--- src/rag_pkg.sv ---
`default_nettype none
package rag_pkg;

   localparam int VALUE_WIDTH = 32;
   localparam int FIELD_WIDTH = 32;
   localparam int MAG_WIDTH   = 2 * FIELD_WIDTH;
   localparam int ACT_WIDTH   = 3;

   localparam logic [ACT_WIDTH-1:0] ACT_LOAD = 3'd0;
   localparam logic [ACT_WIDTH-1:0] ACT_ADD  = 3'd1;
   localparam logic [ACT_WIDTH-1:0] ACT_SUB  = 3'd2;
   localparam logic [ACT_WIDTH-1:0] ACT_MUL  = 3'd3;
   localparam logic [ACT_WIDTH-1:0] ACT_DIV  = 3'd4;

   typedef enum logic [3:0] {
      S_IDLE,
      S_DEC,
      S_MUL0,
      S_MUL1,
      S_MUL2,
      S_ADD,
      S_RED,
      S_WAIT,
      S_CHK
   } state_type;

   typedef enum logic [1:0] {
      G_IDLE,
      G_GCD,
      G_DIV,
      G_FIN
   } gcd_state_type;

   typedef struct packed {
      logic [FIELD_WIDTH-1:0] a;
      logic [FIELD_WIDTH-1:0] b;
      logic                   neg;
   } mul_op_type;

endpackage
`default_nettype wire

--- src/rag_mul.sv ---
`default_nettype none
module rag_mul (
   input  wire                            clock,
   input  rag_pkg::mul_op_type            op,
   output logic [rag_pkg::MAG_WIDTH-1:0]  prod_mag,
   output logic                           prod_neg
);

   logic [rag_pkg::MAG_WIDTH-1:0] prod_ff;
   logic                          neg_ff;

   always_ff @(posedge clock) begin
      prod_ff <= {{rag_pkg::FIELD_WIDTH{1'b0}}, op.a} * {{rag_pkg::FIELD_WIDTH{1'b0}}, op.b};
      neg_ff  <= op.neg;
   end

   assign prod_mag = prod_ff;
   assign prod_neg = neg_ff && (prod_ff != '0);

endmodule
`default_nettype wire

--- config.mk ---
export PLATFORM = sky130hd
export DESIGN_NAME = rag_mul
export DESIGN_NICKNAME = d
export VERILOG_FILES = /design/src/rag_pkg.sv /design/src/rag_mul.sv
export SDC_FILE = /design/constraint.sdc
export NUM_CORES = 2
export LEC_CHECK = 0
export CAP_MARGIN = 10
export CORE_MARGIN = 3
export CORE_UTILIZATION = 40
export CTS_CLUSTER_SIZE = 12
export DETAILED_ROUTE_END_ITERATION = 8
export DONT_BUFFER_PORTS = 1
export PLACE_DENSITY = 0.56
export SETUP_SLACK_MARGIN = 0.05
export SLEW_MARGIN = 10
export SYNTH_ARGS = -nofsm -noshare
export SYNTH_HDL_FRONTEND = slang
export SYNTH_SLANG_ARGS = --single-unit
export TNS_END_PERCENT = 50
--- constraint.sdc ---
create_clock -name clock -period 21.5 [get_ports clock]
set_clock_uncertainty 0.15 [all_clocks]
set_input_delay 3.225 -clock clock [delete_from_list [all_inputs] [get_ports clock]]
set_output_delay 3.225 -clock clock [all_outputs]
set_load 0.005 [all_outputs]
Word-level counts from Yosys, hierarchy flattened
Cells that the tools add are included.
{ "word_totals": {"word_cells": 5, "in_bits": 66, "ff_bits": 65, "out_inout_bits": 65} }
{ "classes": {"n_mul": 1, "reduce_logical": 2} }
{ "ops": {"columns": ["cell", "count"], "rows": [
  ["multiplier 32 x 32 -> 64 bit", 1],
  ["nonzero test 64 bit", 1],
  ["logical AND 1 bit", 1]
]} }

Longest topological paths before layout
{ "depth": {"ltp_word": 2, "ltp_mapped": 28, "mapped_depth_nobuf": 26} }

Worst setup path after synthesis
No wires, ideal clock.
{ "synth_path": {"path_type": "input to register", "startpoint": "input op[58] (netlist bit)", "endpoint": "register prod_ff (netlist bit prod_mag[58])", "cell_stages": 25, "required_ps": 21234, "setup_time_ps": 116, "n_path_buf": 2, "t_arrival_ps": 9845, "setup_slack_ps": 11389, "cell_sequence": "clkbuf_1 > nand2_1 > fa_1 > inv_1 > fa_1 > inv_1 > fa_1 > inv_1 > fa_1 > fa_1 > fa_1 > fa_1 > inv_1 > fa_1 > inv_1 > ha_1 > buf_2 > and4_4 > and3_4 > and4_1 > a211o_1 > a21oi_4 > o221ai_2 > a2111o_1 > o211a_1"} }
{ "synth_via": {"elab_chain_cells": 1} }
{ "synth_lines": {"columns": ["item", "line_no", "text"], "rows": [
  ["from (decl)", "rag_mul.sv:4", "input rag_pkg::mul_op_type op,"],
  ["multiplier 32 x 32 -> 64 bit", "rag_mul.sv:13", "prod_ff <= {{rag_pkg::FIELD_WIDTH{1'b0}}, op.a} * {{rag_pkg::FIELD_WIDTH{1'b0}}, op.b};"],
  ["to (signal assigned)", "rag_mul.sv:13", null],
  ["to (decl)", "rag_mul.sv:9", "logic [rag_pkg::MAG_WIDTH-1:0] prod_ff;"]
]} }
Every way passes these cells.

Worst setup path in the final report
{ "layout_path": {"startpoint": "input op[9] (netlist bit)", "endpoint": "register prod_ff (netlist bit prod_mag[61])"} }
The elaborated chain is that of the path after synthesis.

==> metrics.md <==
| Metric | Value |
|---|---|
| DR WL/cell | a little over 20 um |
| Final Cycle Share | 0.479 |
| Initial core utilization | 0.407 |
| Top cell type's share of synthesized area | 0.513 |
| Hold Crit Start | op[0] |
| Ys Warns | 0 |
| Crit-path most repeated cell | fa_1 |
| Async SR Flop Fraction | 0 |
| First-pass GRT wire length | 158000 um |
| Layout cells sized above 1 | 0.00860 |
| CP Class | in2reg |
| Core box area | 85900 um^2 |
| CTS clk-pin slew, worst paths | around 60 ps |
| CP endpoint kind | register |
| Clk root buf | clkbuf_16 |
| Origin of the worst setup path | op[9] |
| Worst hold endpoint | neg_ff$_DFF_P_ |
| # DRC | 0 |
| Pin slew with the least headroom to its limit | around 950 ps |
| Critical-path maximum fanout | 32 |
| FF+latch count, synth | 65 |
| IO Count | 131 |
| Synth top area cells | fa_1 51%, and2_1 11%, ha_1 9.4% |
| Pre-antenna DRT Iters | 5 |
| Aggregate routed wire length | 98000 um |
| CP required | 21580 ps |
| Worst Path Arrival | roughly 10000 ps |
| GRT overflow | 0 |
| Number of global-route vias before repair | 27119 |
| Die Wd | 302 um |
| Synth Instances | 3812 |
| Drt via density | just over 5 |
| Max_slew headroom | 0.359 |
| Setup TNS | 0 ps |
| Port bufs | 0 |
| Delay-heaviest family, CP | adder cells |
| Yosys top cell by area | fa_1 |
| Post-CTS repair timing setup buffer count | 0 |
| Num rows | 107 |
| Avg Cell Area, Syn | around 9 um^2 |
| Most frequent cells in the layout | 896 x fa_1, 866 x inv_1, 603 x and2_1 |
| Number of synthesized flops with an enable pin | 0 |
| Maximum clock insertion buffer count | 2 |
| Syn_nets | 5037 |
| Crit-path max cell delay | 680 ps |
| Synth cell types | 64 |
| Overall routing resource usage | 0.225 |
| CTS Hold Bufs | 0 |
| Max Cap Viol | 0 |
| Endpoints failing hold | 0 |
| Clock Sinks | 65 |
| Number of buffers created by CTS | 9 |
| Worst Hold Class | in2reg |
| Register area share after synthesis | 0.0372 |
| FMAX | approximately 97 MHz |
| Pin count of the biggest net entering global routing | 33 |
| Synthesized area | 35000 um^2 |
| Area Growth Syn to Fin | 2.52% |
| RSZ-0062 raised after global routing | false |
| Chip height | 302 um |
| Cts repair resizes | 0 |
| Vias | 24442 |
| CTS tree | done |
| Fillers | 8662 |
| Status | finished clean |
| Final net count | 4825 |
| Crit-path cells | and2_1 -> fa_1 -> fa_1 -> inv_1 -> fa_1 -> inv_1 -> fa_1 -> inv_1 -> fa_1 -> fa_1 -> fa_1 -> fa_1 -> inv_1 -> ha_1 -> nand3_1 -> nor4_1 -> nand4_1 -> a311oi_1 -> a21oi_1 -> xnor2_1 |
| Final setup fails | 0 |
| Antenna violations before repair | 3 |
| Number of routed nets with antenna violations | 0 |
| Commonest non-fill, non-tap cell in the layout | fa_1 |
| Htree depth | 3 |
| Drt first-iter violations | around 1200 |
| Detailed Place HPWL | 78500 um |
| CP Buf/Inv Count | 4 |
| Post-synth top flop | dfxtp_1 |
| Gpl congestion | 0.857 |
| Pins Over Slew Limit | 0 |
| Depth of the worst hold-timing path | 0 |
| Die area | around 91000 um^2 |
| CP max-delay cell | a311oi_1 |
| Crit path time final | ~10000 ps |
| Startpoint types | input pin |
## state kept, by name, summed over array words and instances, names as in the netlist
register  count
neg_ff        1
prod_mag     64
## layout make-up
| type | instances | area, um^2 | share of cell area |
|---|---|---|---|
| multi-input cells | 2658 | 29600 | 0.824 |
| well taps | 1144 | 1430 | 0.0399 |
| inverters | 866 | 3250 | 0.0906 |
| clock buffers | 9 | 225 | 0.00628 |
| flip-flops and latches | 65 | 1300 | 0.0363 |
| diodes | 2 | 5.00 | 0.000139 |
| clock inverters | 7 | 101 | 0.00282 |
## cell usage after synthesis (4+ instances only)
cell,n
a211o_1,4
a211oi_1,7
a21o_1,22
a21oi_1,76
a31oi_1,7
and2_1,603
and3_1,9
and4_1,4
buf_2,9
buf_6,4
clkbuf_1,209
dfxtp_1,65
fa_1,896
ha_1,263
inv_1,866
nand2_1,485
nand2b_1,5
nand3_1,12
nand4_1,27
nor2_1,26
nor2b_1,7
nor3_1,12
nor4_1,19
o211ai_1,6
o21a_1,7
o21ai_0,25
o21ai_1,6
o21bai_1,16
o221ai_1,4
xnor2_1,42
xor2_1,19
## worst max-delay path by stage
| stage | end | cells past startpoint |
|---|---|---|
| after global routing | prod_mag[60]$_DFF_P_ | 20 |
| after floorplan | prod_mag[58]$_DFF_P_ | 25 |
| final | prod_mag[61]$_DFF_P_ | 20 |
| after CTS | prod_mag[60]$_DFF_P_ | 20 |
| after detailed placement | prod_mag[60]$_DFF_P_ | 20 |
| after global placement | prod_mag[61]$_DFF_P_ | 22 |
## metal layers
layer	share of wire	wire length (um)	up-vias	global-route usage
met4	0.033	3260	0	0.0629
li1	-	-	10673	-
met1	0.39	38200	12960	0.278
met2	0.53	51700	641	0.409
met5	0	0	-	0
met3	0.049	4790	168	0.0325
## cell families after synthesis
group	share of synthesized area
XOR/XNOR	0.0153
AND/OR/NAND/NOR	0.183
AO/OA/AOI/OAI	0.0403
flip-flops	0.0372
adder cells (fa/ha/maj)	0.607
buffers and inverters	0.118
## per-stage QoR
step | setup slack (ps) | hold WS [ps] | util | area (um^2) | cells
finish | 11210 | 2770 | 0.417 | 35900 | 4751
global route | 10930 | 2750 | 0.417 | 35900 | 4749
detailed placement | 10940 | 3100 | 0.414 | 35600 | 4733
floorplan | 11390 | 3100 | - | 35000 | 3812
global placement | 11020 | 3100 | 0.414 | 35600 | 4733
CTS | 11230 | 2760 | 0.417 | 35900 | 4749
Power is not shown: default switching activity piles up to over one toggle a cycle in this logic, so the estimate is an artifact.
