**config.mk**
```make
export PLATFORM = sky130hd
export DESIGN_NAME = rag_gcd
export DESIGN_NICKNAME = d
export VERILOG_FILES = /design/src/rag_pkg.sv /design/src/rag_gcd.sv
export SDC_FILE = /design/constraint.sdc
export NUM_CORES = 2
export LEC_CHECK = 0
export ABC_AREA = 1
export BUFFER_PORTS_ARGS = -buffer_cell sky130_fd_sc_hd__buf_2
export CAP_MARGIN = 15
export CORE_MARGIN = 10
export CORE_UTILIZATION = 40
export DETAILED_ROUTE_END_ITERATION = 8
export PLACE_DENSITY_LB_ADDON = 0.3
export SLEW_MARGIN = 20
export SYNTH_ARGS = -nofsm -noshare
export SYNTH_HDL_FRONTEND = slang
export SYNTH_SLANG_ARGS = --single-unit
```
**constraint.sdc**
```tcl
create_clock -name clock -period 19.6 [get_ports clock]
set_input_delay 3.92 -clock clock [delete_from_list [all_inputs] [get_ports clock]]
set_output_delay 3.92 -clock clock [all_outputs]
set_load 0.05 [all_outputs]
```
**src/rag_pkg.sv**
```systemverilog
`default_nettype none
package rag_pkg;

   localparam int VALUE_WIDTH = 32;
   localparam int FIELD_WIDTH = 32;
   localparam int MAG_WIDTH   = 2 * FIELD_WIDTH;
   localparam int ACT_WIDTH   = 3;

   localparam logic [ACT_WIDTH-1:0] ACT_LOAD = 3'd0;
   localparam logic [ACT_WIDTH-1:0] ACT_ADD  = 3'd1;
   localparam logic [ACT_WIDTH-1:0] ACT_SUB  = 3'd2;
   localparam logic [ACT_WIDTH-1:0] ACT_MUL  = 3'd3;
   localparam logic [ACT_WIDTH-1:0] ACT_DIV  = 3'd4;

   typedef enum logic [3:0] {
      S_IDLE,
      S_DEC,
      S_MUL0,
      S_MUL1,
      S_MUL2,
      S_ADD,
      S_RED,
      S_WAIT,
      S_CHK
   } state_type;

   typedef enum logic [1:0] {
      G_IDLE,
      G_GCD,
      G_DIV,
      G_FIN
   } gcd_state_type;

   typedef struct packed {
      logic [FIELD_WIDTH-1:0] a;
      logic [FIELD_WIDTH-1:0] b;
      logic                   neg;
   } mul_op_type;

endpackage
`default_nettype wire

```
**src/rag_gcd.sv**
```systemverilog
`default_nettype none
module rag_gcd #(
   parameter int MagWidth = rag_pkg::MAG_WIDTH
) (
   input  wire                 clock,
   input  wire                 reset,
   input  wire                 start,
   input  wire  [MagWidth-1:0] x,
   input  wire  [MagWidth-1:0] y,
   output logic                done,
   output logic [MagWidth-1:0] qx,
   output logic [MagWidth-1:0] qy
);

   localparam int KW = $clog2(MagWidth + 1);
   localparam int CW = $clog2(MagWidth);

   rag_pkg::gcd_state_type state_ff, state_in;

   logic [MagWidth-1:0] a_ff, b_ff, g_ff, xs_ff, ys_ff, dvd_ff, rem_ff, qx_ff, qy_ff;
   logic [KW-1:0]       k_ff;
   logic [CW-1:0]       cnt_ff;
   logic                sel_y_ff;

   // shared subtractor: a - b during the search, partial remainder - g while dividing
   logic [MagWidth:0]   sub_a, sub_b;
   logic [MagWidth+1:0] diff;
   logic                ge;
   logic [MagWidth-1:0] gv;
   logic                last_bit;

   always_comb begin
      if (state_ff == rag_pkg::G_DIV) begin
         sub_a = {rem_ff, dvd_ff[MagWidth-1]};
         sub_b = {1'b0, g_ff};
      end else begin
         sub_a = {1'b0, a_ff};
         sub_b = {1'b0, b_ff};
      end
      diff = {1'b0, sub_a} - {1'b0, sub_b};
      ge   = !diff[MagWidth+1];
   end

   assign gv       = ((a_ff == '0) ? b_ff : a_ff) << k_ff;
   assign last_bit = (cnt_ff == CW'(MagWidth - 1));

   always_comb begin
      state_in = state_ff;
      unique case (state_ff)
         rag_pkg::G_IDLE: if (start) state_in = rag_pkg::G_GCD;
         rag_pkg::G_GCD: begin
            if (a_ff == '0 || b_ff == '0) begin
               state_in = (gv == '0) ? rag_pkg::G_FIN : rag_pkg::G_DIV;
            end
         end
         rag_pkg::G_DIV: if (last_bit && sel_y_ff) state_in = rag_pkg::G_FIN;
         rag_pkg::G_FIN: state_in = rag_pkg::G_IDLE;
         default:        state_in = rag_pkg::G_IDLE;
      endcase
   end

   always_ff @(posedge clock) begin
      if (reset) begin
         state_ff <= rag_pkg::G_IDLE;
      end else begin
         state_ff <= state_in;
      end
   end

   always_ff @(posedge clock) begin
      unique case (state_ff)
         rag_pkg::G_IDLE: begin
            a_ff  <= x;
            b_ff  <= y;
            xs_ff <= x;
            ys_ff <= y;
            k_ff  <= '0;
         end
         rag_pkg::G_GCD: begin
            priority if (a_ff == '0 || b_ff == '0) begin
               g_ff     <= gv;
               dvd_ff   <= xs_ff;
               rem_ff   <= '0;
               cnt_ff   <= '0;
               sel_y_ff <= 1'b0;
               qx_ff    <= xs_ff;
               qy_ff    <= ys_ff;
            end else if (!a_ff[0] && !b_ff[0]) begin
               a_ff <= a_ff >> 1;
               b_ff <= b_ff >> 1;
               k_ff <= k_ff + KW'(1);
            end else if (!a_ff[0]) begin
               a_ff <= a_ff >> 1;
            end else if (!b_ff[0]) begin
               b_ff <= b_ff >> 1;
            end else if (ge) begin
               a_ff <= diff[MagWidth-1:0];
            end else begin
               b_ff <= b_ff - a_ff;
            end
         end
         rag_pkg::G_DIV: begin
            rem_ff <= ge ? diff[MagWidth-1:0] : sub_a[MagWidth-1:0];
            dvd_ff <= {dvd_ff[MagWidth-2:0], ge};
            cnt_ff <= cnt_ff + CW'(1);
            if (last_bit) begin
               if (sel_y_ff) begin
                  qy_ff <= {dvd_ff[MagWidth-2:0], ge};
               end else begin
                  qx_ff    <= {dvd_ff[MagWidth-2:0], ge};
                  dvd_ff   <= ys_ff;
                  rem_ff   <= '0;
                  sel_y_ff <= 1'b1;
               end
            end
         end
         default: begin
         end
      endcase
   end

   assign done = (state_ff == rag_pkg::G_FIN);
   assign qx   = qx_ff;
   assign qy   = qy_ff;

endmodule
`default_nettype wire

```
# Word-level counts from Yosys, hierarchy flattened
# Cells that the tools add are included.
dict set report totals {
  mem_bits_rw 0
  in_bits 131
  n_memories 0
  regBits 592
  word_cells 103
  out_inout_bits 129
  latch_bits 0
  romBits 0
}
dict set report op_classes {
  n_div 0
  n_mux 44
  reduce_logical 23
  bitwise 0
  eq_ne 16
  order_cmp 0
  multipliers 0
  add_sub_neg 4
  shift 1
}
# operator n
set op_table {}
lappend op_table {{$mux W64} 24}
lappend op_table {{$pmux W64 S2} 6}
lappend op_table {{$logic_not A64 Y1} 3}
lappend op_table {{$sub A65 B65 Y66} 1}
lappend op_table {{$mux W65} 1}
lappend op_table {{$shl A64 B7 Y64} 1}
lappend op_table {{$sub A64 B64 Y64} 1}
lappend op_table {{$reduce_and A4 Y1} 4}
lappend op_table {{$mux W7} 2}
lappend op_table {{$ne A2 B2 Y1 const B} 7}
lappend op_table {{$pmux W7 S2} 1}
lappend op_table {{$ne A4 B4 Y1 const B} 3}
lappend op_table {{$pmux W6 S2} 1}
lappend op_table {{$reduce_and A3 Y1} 4}
lappend op_table {{$pmux W2 S4} 1}
lappend op_table {{$add A7 B1 Y7 const B} 1}
lappend op_table {{$add A6 B1 Y6 const B} 1}
lappend op_table {{$eq A6 B6 Y1 const B} 1}
lappend op_table {{$mux W2} 3}
lappend op_table {{$mux W6} 1}
lappend op_table {{$reduce_and A2 Y1} 3}
lappend op_table {{$eq A2 B2 Y1 const B} 2}
lappend op_table {{$reduce_bool A2 Y1} 2}
lappend op_table {{$logic_not A1 Y1} 3}
lappend op_table {{8 further kinds} 11}

# Depth between registers and ports, before layout
dict set report logic_depth {
  depth_word 9
  mapped_depth 32
  ltp_nobuf 28
}

# Least setup slack after synthesis
# OpenSTA, ideal clock, no wires.
dict set report synth_timing {
  kind {register to register}
  start {reg state_ff[0]}
  end {reg a_ff[10] (enable)}
  path_stages_with_launch 6
  t_arrival_ps 8623
  required_time_ps 19020
  path_buffers 0
  period_less_slack_ps 9203
  setup_time_ps 580
  slack_ps 10397
  path_cell_list {dfxtp_1 inv_1 ha_1 nand2_1 nand2_1 a21boi_0}
}
dict set report synth_between {
  elab_chain_cells 5
  word_cells_on_any_way 11
  classes_between {add/sub: 1; eq/ne: 5; mux: 2; reduce/logical: 3}
}
# element line_no
set synth_rtl {}
lappend synth_rtl {{start: declaration} rag_gcd.sv:18} ;# rag_pkg::gcd_state_type state_ff, state_in;
lappend synth_rtl {{start signal: assignment} rag_gcd.sv:64} ;# state_ff <= rag_pkg::G_IDLE;
lappend synth_rtl {{start signal: assignment} rag_gcd.sv:66} ;# state_ff <= state_in;
lappend synth_rtl {{$eq A2 B2 Y1} rag_gcd.sv:33} ;# if (state_ff == rag_pkg::G_DIV) begin
lappend synth_rtl {{$mux W65 or $mux W64 (tied branches)} rag_gcd.sv:33}
lappend synth_rtl {{$sub A65 B65 Y66} rag_gcd.sv:40} ;# diff = {1'b0, sub_a} - {1'b0, sub_b};
lappend synth_rtl {{$ne A4 B4 Y1 (no source line)} -}
lappend synth_rtl {{$reduce_and A4 Y1 (no source line) (*)} -}
lappend synth_rtl {{end signal: assignment} rag_gcd.sv:89} ;# a_ff <= a_ff >> 1;
lappend synth_rtl {{end signal: assignment} rag_gcd.sv:93} ;# a_ff <= a_ff >> 1;
lappend synth_rtl {{end signal: assignment} rag_gcd.sv:97} ;# a_ff <= diff[MagWidth-1:0];
lappend synth_rtl {{end: declaration} rag_gcd.sv:20} ;# logic [MagWidth-1:0] a_ff, b_ff, g_ff, xs_ff, ys_ff, dvd_ff, rem_ff, qx_ff, qy_ff;
# Mark *: on every way between the ends. The rest lies on a longest branch, timed or not.
# A chain may end at the register's enable or synchronous reset.

# Final worst setup path
dict set report layout_timing {
  start {reg state_ff[0]}
  end {reg a_ff[15] (enable)}
}
# Same word-level chain as after synthesis.

==> impl_metrics.toml <==
[logic_synthesis]
synth-seq-cells = 592
synth_ff_type = "edfxtp_1"
synthDistinctLibCells = 60
avgSynthCellArea_um2 = 8.09
synth_area_um2 = 38500
yosysSeqAreaShare_pct = 46.1
async_flop_share_pct = 0
netlist_instances = 4761
ys_warn_count = 0
synth_nets = 5030
synth-edff-count = 590

[floorplan]
die_w_um = 330
num_io_pins = 260
start_util_pct = 40.4
design.core.area_um2 = 95300
die_h_um = 330
dieArea_um2 = 109000
rows = 113

[status]
status = "completed"

[drt]
dr.first_iter.drc_count = 5192
vias = 37192
drt-pass1-iter-count = 7
postRouteAntennaNets = 0
wl_um = 159000
wl_per_cell_um = 25.5
viasPerCell = 5.95
route.detailed.drc = 0

[cells_and_area]
fillers = 9504
multiInputGateArea_um2 = 18000
finish.utilization_pct = 45.5
layout.cells.most_common = "nand2_1"
ff_latch_area_um2 = 17800
syn2layout_area_growth_pct = 12.4
drive_above_1_share_pct = 10.1
fin_nets = 5197
layout_common_cells = "nand2_1 (802), nand3_1 (769), edfxtp_1 (590), nor2_1 (499), inv_1 (482)"
final_area_um2 = 43300

[sta]
fin_crit_ps = 7010
hold-worst-slack_ps = 539
fmax_mhz = 143
setup_violations = 0
tns_ps = 0
period_share_pct = 35.8
grt_setup_unrepaired = "no"
report.final.hold_viol_count = 0
worstMarginPinSlew_ps = 1130
drv_slew = 0
slew_headroom_pct = 24.5
finClkSkew_ps = 43.1

[critical_path]
crit_arrival_ps = 7280
crit_chain = "inv_1 -> ha_4 -> buf_4 -> buf_4 -> o21ai_0 -> ha_1 -> nand2_1 -> nor2_1 -> inv_1 -> nor2_1 -> nand2_1 -> nor2_1 -> nand3_1 -> nand3_2 -> buf_4 -> o21bai_1 -> a21boi_4 -> buf_4"
worstSetupPathType = "reg -> reg"
required_ps = 19870
critPathSlowestCell = "buf_4"
startpoint_type = "register"
crit_fanout = 82
slowest_delay_ps = 830
cpMostUsedCell = "buf_4"
endpoint_kind = "register"

[clock_network]
clockBufferDepth = 3
clockRootBuffer = "clkbuf_16"
cts_tree = "done"
clock_sinks = 592
clk_pin_slew_ps = 70
postCtsHoldBufs = 0
htreeDepth = 3
cts_buffers = 67
post_cts_buffers = 0
insertion_delay_ps = 670
cts_resized = 0

[hold_path]
min_path_type = "reg -> reg"

[grt]
antenna_found_initial = 3
grt_pass1_vias = 34268
grt.overflow.total = 0
track_usage_pct = 28.2
grt_max_degree = 91
grt_pass1_wl_um = 231000

[place]
io_buffers = 259
place_area_um2 = 41100
dp_hpwl_um = 124000
gp_congestion = 1.02

[job]
cap_violations = 0
flip-flops by register name, indices dropped and copies added, names as in the netlist:
| register | flops |
|---|---|
| dvd_ff | 64 |
| xs_ff | 64 |
| a_ff | 64 |
| cnt_ff | 6 |
| rem_ff | 64 |
| ys_ff | 64 |
| k_ff | 7 |
| g_ff | 64 |
| qy | 64 |
| qx | 64 |
| state_ff | 2 |
| b_ff | 64 |
| sel_y_ff | 1 |
synthesized netlist by cell type (all sizes together), types with 2 or more instances:
| master | n | area [um^2] |
|---|---|---|
| a21boi | 14 | 113 |
| clkinv | 5 | 18.8 |
| nor4 | 24 | 150 |
| nand3 | 780 | 3960 |
| a221oi | 40 | 350 |
| nor2 | 509 | 1920 |
| mux2i | 29 | 290 |
| o21a | 25 | 188 |
| buf | 63 | 337 |
| nand3b | 3 | 22.5 |
| o22ai | 3 | 18.8 |
| o21ai | 435 | 2230 |
| ha | 136 | 1700 |
| xnor2 | 50 | 438 |
| edfxtp | 590 | 17700 |
| nor3 | 18 | 100 |
| and2 | 4 | 25.0 |
| fa | 2 | 40.0 |
| a21oi | 366 | 1850 |
| o21bai | 6 | 48.8 |
| nand4 | 23 | 144 |
| o221ai | 7 | 61.3 |
| or2 | 8 | 50.1 |
| dfxtp | 2 | 40.0 |
| a31oi | 50 | 313 |
| nand2 | 803 | 3020 |
| inv | 501 | 1880 |
| clkbuf | 163 | 612 |
| o22a | 15 | 131 |
| o211ai | 7 | 62.6 |
| xor2 | 60 | 526 |
| a21o | 6 | 45.0 |
| a211oi | 4 | 30.0 |
worst max-delay path: cells and delay by family (launching register included):
family	cells	cell delay (ps)
adders and majority gates	2	970
and+or+nand+nor	7	1200
AOI/OAI and AO/OA	3	890
buffers and inverters	6	3050
DFF	1	370
cells by family (layout without fill, tap and decap cells):
group | after synthesis | count (layout) | synth area share, %
adders and majority gates | 138 | 138 | 4.52
muxes | 29 | 29 | 0.753
DFF | 592 | 592 | 46.1
buffers and inverters | 732 | 950 | 7.39
xor gates and xnor gates | 110 | 110 | 2.50
other | 0 | 4 | 0
AOI/OAI and AO/OA | 987 | 987 | 14.4
and+or+nand+nor | 2173 | 2173 | 24.4
area by class of cell:
type	count	share of cell area (%)
Tap cell	1265	3.65
Timing Repair Buffer	324	4.12
Clock buffer	74	4.03
Sequential cell	592	41.0
Clock inverter	46	1.15
Antenna cell	4	0.0231
Multi-Input combinational cell	3437	41.6
Inverter	506	4.41
worst paths after layout:
path                             startpoint        to  slack [ps]  cells past startpoint
worst min-delay path              xs_ff[18]    qx[18]         540                      2
worst max-delay path            state_ff[0]  a_ff[15]       12590                     18
worst max register to register  state_ff[0]  a_ff[15]       12590                     18
worst min register to register    xs_ff[18]    qx[18]         540                      2
metal layers:
layer,part of all wire [%],wire length (um),GRT usage [%]
met1,44,70100,42.0
met2,42,67200,41.3
met3,11,17500,5.03
met4,2.9,4630,8.63
met5,0,0,0
per-stage QoR:
step / instances / worst slack, ps
floorplan: 4761 / 10400
global route: 6244 / 12150
global placement: 6124 / 12720
finish: 6248 / 12590
CTS: 6244 / 12680
detailed placement: 6124 / 12720
Power is left out: the tool's default activity adds up to more than one toggle a clock period on the data nets, which glitch-free logic cannot reach.
